$ cat src/rtl/hsf_pkg.sv
// ----------------------------------------------------------------------------
// hsf_pkg
// Shared widths and constants for the cubic Hermite segment fitter.
// ----------------------------------------------------------------------------
package hsf_pkg;

   localparam int FRAC_BITS      = 16;
   localparam int COEF_FRAC_BITS = 32;

   localparam int TIME_W  = 32;
   localparam int MIN_W   = 16;
   localparam int MUL_A_W = 35;
   localparam int MUL_B_W = 32;
   localparam int PROD_W  = MUL_A_W + MUL_B_W + 1;
   localparam int NUM_W   = 116;
   localparam int DEN_W   = 96;
   localparam int COEF_W  = 64;
   localparam int CNT_W   = 7;

   localparam int SH_C2_POS = FRAC_BITS + COEF_FRAC_BITS;
   localparam int SH_C2_VEL = COEF_FRAC_BITS;
   localparam int SH_C3_POS = 2 * FRAC_BITS + COEF_FRAC_BITS + 1;
   localparam int SH_C3_VEL = FRAC_BITS + COEF_FRAC_BITS;

   localparam logic [CNT_W-1:0]  DIV_LAST = CNT_W'(NUM_W - 1);
   localparam logic [COEF_W-1:0] SAT_POS  = {1'b0, {(COEF_W-1){1'b1}}};
   localparam logic [COEF_W-1:0] SAT_NEG  = {1'b1, {(COEF_W-1){1'b0}}};

endpackage

$ cat src/rtl/hsf_div.sv
// ----------------------------------------------------------------------------
// hsf_div
// Restoring divider, one quotient bit per cycle, with signed saturation.
// ----------------------------------------------------------------------------
module hsf_div
   import hsf_pkg::*;
(
   input  logic                    clock,
   input  logic                    reset,
   input  logic                    start,
   input  logic signed [NUM_W-1:0] num,
   input  logic        [DEN_W-1:0] den,
   output logic                    done_ff,
   output logic        [COEF_W-1:0] quo,
   output logic                    sat
);

   logic             busy_ff;
   logic [CNT_W-1:0] cnt_ff;
   logic [DEN_W-1:0] rem_ff;
   logic [NUM_W-1:0] quo_ff;
   logic [DEN_W-1:0] den_ff;
   logic             neg_ff;
   logic [DEN_W:0]   trial;
   logic [DEN_W:0]   diff;
   logic             ge;
   logic             high;
   logic [COEF_W-1:0] mag;

   assign trial = {rem_ff, quo_ff[NUM_W-1]};
   assign diff  = trial - {1'b0, den_ff};
   assign ge    = trial >= {1'b0, den_ff};

   always_ff @(posedge clock) begin
      if (reset) begin
         busy_ff <= 1'b0;
         done_ff <= 1'b0;
         cnt_ff  <= '0;
      end else begin
         done_ff <= 1'b0;
         if (start) begin
            busy_ff <= 1'b1;
            cnt_ff  <= '0;
         end else if (busy_ff) begin
            cnt_ff <= cnt_ff + 1'b1;
            if (cnt_ff == DIV_LAST) begin
               busy_ff <= 1'b0;
               done_ff <= 1'b1;
            end
         end
      end
   end

   always_ff @(posedge clock) begin
      if (start) begin
         rem_ff <= '0;
         quo_ff <= num[NUM_W-1] ? NUM_W'(-num) : NUM_W'(num);
         neg_ff <= num[NUM_W-1];
         den_ff <= den;
      end else if (busy_ff) begin
         rem_ff <= ge ? diff[DEN_W-1:0] : trial[DEN_W-1:0];
         quo_ff <= {quo_ff[NUM_W-2:0], ge};
      end
   end

   assign high = |quo_ff[NUM_W-1:COEF_W];
   assign mag  = quo_ff[COEF_W-1:0];

   always_comb begin
      if (neg_ff) begin
         sat = high || (mag > SAT_NEG);
         quo = sat ? SAT_NEG : COEF_W'(-mag);
      end else begin
         sat = high || mag[COEF_W-1];
         quo = sat ? SAT_POS : mag;
      end
   end

endmodule

$ cat config.mk
export PLATFORM = sky130hd
export DESIGN_NAME = hsf_div
export DESIGN_NICKNAME = d
export VERILOG_FILES = /design/src/rtl/hsf_pkg.sv /design/src/rtl/hsf_div.sv
export SDC_FILE = /design/constraint.sdc
export NUM_CORES = 1
export LEC_CHECK = 0
export BUFFER_PORTS_ARGS = -buffer_cell sky130_fd_sc_hd__buf_2
export CORE_ASPECT_RATIO = 1.4
export CORE_MARGIN = 8
export CORE_UTILIZATION = 55
export CTS_BUF_LIST = sky130_fd_sc_hd__clkbuf_8
export DETAILED_ROUTE_END_ITERATION = 10
export GPL_ROUTABILITY_DRIVEN = 0
export PLACE_DENSITY = 0.79
export SYNTH_ARGS = -nofsm -noshare
export SYNTH_HDL_FRONTEND = slang
export SYNTH_SLANG_ARGS = --single-unit
$ cat constraint.sdc
create_clock -name clock -period 4.7 [get_ports clock]
set_input_delay 1.175 -clock clock [delete_from_list [all_inputs] [get_ports clock]]
set_output_delay 1.175 -clock clock [all_outputs]
set_load 0.01 [all_outputs]
==> results of run 1 <==
## final cells by class
cell class	instances	area, sq um
multi-input combinational	2193	14510
sequential	318	8502
inverter	150	570.5
clock inverter	39	301.5
antenna	13	32.53
tap	546	683.2
fill	3229	13330
timing repair buffer	487	3268
clock buffer	57	784.5
## cells by family after synthesis
logic type,share of synthesized area (%)
buf+inv,5.164
fa+ha+maj,5.400
xor+xnor,7.440
compound gates,24.39
simple gates,19.74
flops,36.46
mux,1.401
## state kept, by name, indices dropped and copies added (netlist names)
signal	flops
busy_ff	1
cnt_ff	7
den_ff	96
done_ff	1
neg_ff	1
quo_ff	116
rem_ff	96
## Yosys cell counts (all sizes together), types with 9 or more instances
cell and number:
nor2 362, a21oi 308, nand2 235, edfxtp 213, o21ai 177, clkbuf 153
inv 149, xor2 143, dfxtp 105, ha 99, a211oi 78, nor3 61
a21o 58, xnor2 55, nand4 54, nor4 47, o311ai 46, or3 41
o31ai 36, or4 35, nand3 32, a31oi 25, o21bai 25, o41ai 23
and3 22, or2 21, nand2b 19, mux2i 18, o21a 17, a21boi 16
buf 15, mux2 13, nor2b 13, and2 12, o211ai 11, o22a 11
o211a 9
## metal layers
layer	global-route usage, %	wire, um	up-vias
met5	0	57	-
met4	18.30	5664	10
met3	5.429	7444	501
met2	52.69	40100	1546
met1	32.10	28260	11480
li1	-	-	11170
## what timing repair did
| action | CTS | global route |
|---|---|---|
| pin swaps | 49 | 20 |
| gates cloned | 8 | 0 |
| hold endpoints to repair | 0 | 0 |
| endpoints found under the setup margin | 64 | 65 |
| buffers inserted | 21 | 33 |
| gates resized for setup | 159 | 53 |
## power by group through the flow
stage / combinational, mW / clock [mW] / sequential, mW
3_3_place_gp: 2.38 / 0 / 3.54
3_5_place_dp: 2.44 / 0 / 3.55
4_1_cts: 2.53 / 2.60 / 3.51
2_1_floorplan: 1.67 / 0 / 3.50
5_1_grt: 2.88 / 2.72 / 3.54
6_report: 2.65 / 2.55 / 3.52
## how the worst max path moves through the flow
stage	endpoint	cells after the start
after floorplan	quo[57]	13
after global placement	quo_ff[102]	12
after detailed placement	quo_ff[102]	12
after CTS	quo[57]	12
after global routing	quo[49]	13
final	quo[49]	13
## critical path, stage by stage, from the launching register on
cell      delay [ps]
edfxtp_1         400
or4_4            560
or4_4            550
buf_4            180
nor2_4           120
nand4_1          180
or3_4            400
or3_4            350
or4_4            520
nor3_4           250
a21o_1           140
nand2_1           50
o311ai_1         110
buf_2            200
## placed cells by master (no fill, tap or decap), types with 14 or more instances in the layout
cell      count
or3_1        32
and3_1       22
nor4_1       40
mux2i_1      18
xnor2_1      55
a21oi_1     300
a21boi_0     15
o31ai_1      35
o311ai_2     14
buf_2       278
o21bai_1     25
nand2_1     215
ha_1         99
dfxtp_1     104
o21ai_0     157
nand3_1      32
or2_2        18
o41ai_1      21
nand4_1      54
o21a_1       17
buf_6        14
buf_4       176
xor2_1      142
nand2_2      18
o311ai_4     17
clkbuf_8     57
nor3_1       46
a211oi_1     78
nor2_1      352
inv_1       159
a31oi_1      25
or4_1        25
nand2b_1     18
edfxtp_1    213
a21o_1       58
==> reports/summary.txt, run 1 <==
Status - finished, violations left
Violated checks - negative setup slack
Psw - 3.038 mW
Async S/R FF share, synth - 0%
Fmax - 172.5 MHz
Static leakage - 11.83 nW
Critical path peak fanout - 3
Total routing resource utilization after global routing - 29.61%
Number of placement rows - 89
Finished Layout Cells - 3803
Yosys cell types - 82
Flip-flop and latch count after synthesis - 318
Share of the yosys chip area belonging to registers - 36.46%
Crit Reg-Reg Endpoint - rem_ff[76]
Crit. End Element - output port
GRT overflow - 0
Cell area after technology mapping - 0.02331 sq mm
Number of enable flip-flop cells after synthesis - 213
Worst slew slack as a fraction of its limit - 19.80%
Clock network power share - 29.2%
Max-slew violation count - 0
Number of max-capacitance violations reported - 0
Sequential share of power - 40.4%
Maximum number of pins on one net before global-route repair - 257
Die span in y - 259.6 um
Minimum setup slack in the final design - -1096 ps
Number of warnings issued by yosys - 0
Cts-stage hold buffer count - 0
RSZ-0062 raised after global routing - true
Required time of the worst setup path - 3520 ps
DRC violation count after routing - 0
Die boundary width - 190.0 um
Initial antenna violation count - 12
Proportion of layout cells with a drive suffix above 1 - 22.72%
Final worst path period share - 123.3%
Post-Place Cell Area - 0.02602 sq mm
Clock Sinks - 318
Min-delay src - cnt_ff[5]
Overall power of the completed layout - 8.731 mW
Path category of the worst min-delay check - reg2reg
Worst-margin pin slew - 1203 ps
Clock root buffer - clkbuf_8
Post-synth net total - 3143
Fraction of the core area covered by cells at the end of the flow - 68.25%
Accumulated negative setup slack - -38070 ps
Clock tree from TritonCTS - built
Worst hold endpoint - cnt_ff[5]
Starting Density - 55.52%
Wire length of the first global-routing pass - 120300 um
Category of the worst setup path launch point - flop
Area growth from synthesis to layout - 22.93%
Number of global-route vias before repair - 23740
DIE AREA - 0.04932 sq mm
Hold-critical path depth - 2
Placeable core area - 0.04198 sq mm
Worst voltage drop across the vdd grid - 0.2231 mV
DR vias - 24700
Avg WL per Cell - 21.44 um
Insertion delay of the later-clocked pin in the worst-skew pair - 630 ps
Number of DRC markers after the initial detailed-route iteration - 2766
Vias per cell - 6.496
Timing startpoint of the critical path - quo_ff[5]
Comb power frac - 30.4%
Total power per unit cell area - 304.7 mW/mm^2
Share of the synthesized area in the top cell type - 27.44%
Synth area leader - edfxtp_1
Bufs on Longest Clock Path - 3
Skew final - 31.46 ps
Most instantiated flip-flop cell in the synthesis netlist - edfxtp_1
Router iterations before antenna repair - 6
Number of buffers created by CTS - 52
Kind of critical path - reg2out
Switching Fraction - 34.79%
Buffers on Ports - 280
Minimum period implied by the final worst setup slack - 5796 ps
Internal Pwr Total - 5.693 mW
Synth top area cells - edfxtp_1 27%, dfxtp_1 9.0%, a21oi_1 6.6%
Reg-to-reg setup timing slack - 590 ps
Worst path arrival time - 4620 ps
Post-Place Worst Slack - -344.8 ps
Final net count - 3517
Worst r2r path cells - 15
Syn Inst Count - 2828
Count of placed standard cells including taps - 3636
Final setup fails - 65
Clock-pin slew on the worst setup and hold paths - 60 ps
Number of failing hold endpoints at the final stage - 0
Start of the worst register-to-register path - quo_ff[115]
Hold_ws - 488.1 ps
I/O pin count - 281
Mean area per synthesized cell - 8.242 sq um
Count of nets left with antenna violations after detail routing - 0
Dpl hpwl - 54780 um
H-Tree Depth - 2
Sum of routed wire length over all layers - 81530 um
Final Instance Area - 0.02865 sq mm
No activity file was read; power rests on OpenSTA's default activity.
==> inputs of run 2 (changes only) <==
==> config.mk (replaced) <==
export PLATFORM = sky130hd
export DESIGN_NAME = hsf_div
export DESIGN_NICKNAME = d
export VERILOG_FILES = /design/src/rtl/hsf_pkg.sv /design/src/rtl/hsf_div.sv
export SDC_FILE = /design/constraint.sdc
export NUM_CORES = 1
export LEC_CHECK = 0
export CORE_ASPECT_RATIO = 1.4
export CORE_MARGIN = 8
export CORE_UTILIZATION = 67
export CTS_BUF_LIST = sky130_fd_sc_hd__clkbuf_8
export DETAILED_ROUTE_END_ITERATION = 10
export DONT_BUFFER_PORTS = 1
export GPL_ROUTABILITY_DRIVEN = 0
export PLACE_DENSITY = 0.83
export SYNTH_ARGS = -nofsm -noshare
export SYNTH_HDL_FRONTEND = slang
export SYNTH_SLANG_ARGS = --single-unit
==> constraint.sdc (replaced) <==
create_clock -name clock -period 5.8 [get_ports clock]
set_input_delay 1.45 -clock clock [delete_from_list [all_inputs] [get_ports clock]]
set_output_delay 1.45 -clock clock [all_outputs]
set_load 0.01 [all_outputs]
==> run 2 against run 1 <==
Against the previous run:
- the run still ends with negative setup slack left
- via count is 10% lower
- routed wire length is 15% lower
- worst hold slack better by 14 ps
- cell count is 13% lower
- global-route usage is 2.5 points higher
- core utilization is 4.2 points higher
- first-iteration DRC count is 9.9% lower
- combinational power is 33% lower
- highest routed layer unchanged
==> reports/summary.txt, run 2 (synthesized netlist as in run 1, its figures left out) <==
Top reg by flops - quo_ff
DIE AREA - 0.04110 sq mm
Area growth from synthesis to layout - 7.789%
Number of DRC markers after the initial detailed-route iteration - 2491
Category of the worst setup path launch point - flop
Final Instance Area - 0.02512 sq mm
Path category of the worst min-delay check - reg2reg
Cell at the slowest stage of the critical path - or4_4
Flip-flop count of the largest register after layout - 116
Status - finished, violations left
Sum of routed wire length over all layers - 69450 um
Maximum number of pins on one net before global-route repair - 407
Overall power of the completed layout - 6.711 mW
Final setup fails - 1
Router iterations before antenna repair - 6
Violated checks - negative setup slack
Minimum period implied by the final worst setup slack - 5803 ps
Skew final - 28.96 ps
Starting Density - 67.25%
Highest-count cells in the layout ignoring fill and taps - 361 x nor2_1, 306 x a21oi_1, 235 x nand2_1
Number of max-capacitance violations reported - 0
Cell type group with the largest total delay on the critical path - simple AND/OR/NAND/NOR gates
Number of failing hold endpoints at the final stage - 0
Worst-margin pin slew - 1303 ps
Proportion of layout cells with a drive suffix above 1 - 8.404%
Final net count - 3118
GRT overflow - 0
Most common cell after layout, fill and taps aside - nor2_1
Total power per unit cell area - 267.1 mW/mm^2
H-Tree Depth - 2
DR vias - 22240
Clock Sinks - 318
Placeable core area - 0.03466 sq mm
Number of placement rows - 81
Crit. End Element - output port
Dpl hpwl - 50270 um
Worst slew slack as a fraction of its limit - 13.10%
Max-slew violation count - 0
Required time of the worst setup path - 4350 ps
Count of placed standard cells including taps - 3181
Bufs on Longest Clock Path - 3
Insertion delay of the later-clocked pin in the worst-skew pair - 620 ps
Initial antenna violation count - 6
Avg WL per Cell - 21.02 um
Static leakage - 9.844 nW
Max stage delay on crit path - 570 ps
Post-Place Cell Area - 0.02377 sq mm
Wire length of the first global-routing pass - 109800 um
DRC violation count after routing - 0
Finished Layout Cells - 3304
Count of nets left with antenna violations after detail routing - 0
Clock root buffer - clkbuf_8
Worst path arrival time - 4350 ps
Kind of critical path - reg2out
Clock-pin slew on the worst setup and hold paths - 60 ps
Largest registers - quo_ff (116), den_ff (96), rem_ff (96)
Final worst path period share - 100.0%
Number of buffers created by CTS - 49
Critical path peak fanout - 4
Clock tree from TritonCTS - built
I/O pin count - 281
Die span in y - 236.7 um
Post-Place Worst Slack - 337.4 ps
RSZ-0062 raised after global routing - true
Cell-by-cell listing of the critical path - or4_4 > or4_4 > or4_4 > or3_4 > nor4_4 > nand2_1 > or3_4 > nand2b_4 > o21ai_2 > nand2_1 > o311ai_2 > buf_4
Minimum setup slack in the final design - -2.898 ps
Worst voltage drop across the vdd grid - 0.2506 mV
Hold_ws - 502.0 ps
Fmax - 172.3 MHz
Fill count - 2670
Die boundary width - 173.6 um
Count of buffering cells on the critical path with inverters included - 1
Vias per cell - 6.731
Number of global-route vias before repair - 21620
Total routing resource utilization after global routing - 32.12%
Library cell appearing most often on the critical path - or4_4
Buffers on Ports - 0
==> run 2: final timing paths <==
path,start,to,slack (ps),depth (start not counted)
max reg2reg,den_ff[21],rem_ff[67],1330,14
min,rem_ff[15],rem_ff[15],500,2
min reg2reg,rem_ff[15],rem_ff[15],500,2
max,quo_ff[11],quo[59],-3,12
==> run 2: cell type report <==
type / count / area [sq um] / area share (%)
diodes: 4 / 10.01 / 0.03984
clock buffers: 53 / 729.5 / 2.903
clock inverters: 39 / 342.8 / 1.365
inverters: 150 / 565.5 / 2.251
multi-input cells: 2192 / 13700 / 54.53
flip-flops and latches: 318 / 8502 / 33.84
well taps: 456 / 570.5 / 2.271
repair buffers: 92 / 703.2 / 2.799
==> run 2: repair_timing <==
item,in CTS,in global routing
gates cloned,0,0
hold buffers,0,0
resized for setup,10,8
buffers inserted,26,2
pin swaps,9,2
setup endpoints to repair,5,9
==> run 2: report_power, final <==
part	switching [mW]	internal [mW]
clock	0.940	1.12
sequential	0.192	2.67
combinational	1.09	0.697
==> run 2: worst register-to-register path, cell delays in order (launching register included) <==
cell	delay (ps)
edfxtp_1	330
inv_1	40
ha_1	430
nand2_1	140
or4_1	550
nor2_1	110
o21ai_0	110
a31oi_1	270
nor3b_1	90
buf_4	180
o21ai_1	380
a41o_2	810
buf_4	400
o21ai_0	110
a2111oi_0	410
==> run 2: stage by stage <==
| step | util (%) | setup TNS (ps) |
|---|---|---|
| global placement | 68.58 | 0 |
| global route | 72.47 | -408.5 |
| CTS | 72.36 | -64.97 |
| detailed placement | 68.58 | 0 |
| floorplan | - | 0 |
| finish | 72.49 | -2.898 |
==> run 2: metal layers <==
layer / part of all wire (%) / GRT usage [%] / up-vias
met5: 0.037 / 0 / -
met4: 7.0 / 20.12 / 4
met3: 8.9 / 7.061 / 386
met2: 48 / 55.60 / 1247
met1: 36 / 35.40 / 10260
li1: - / - / 10350
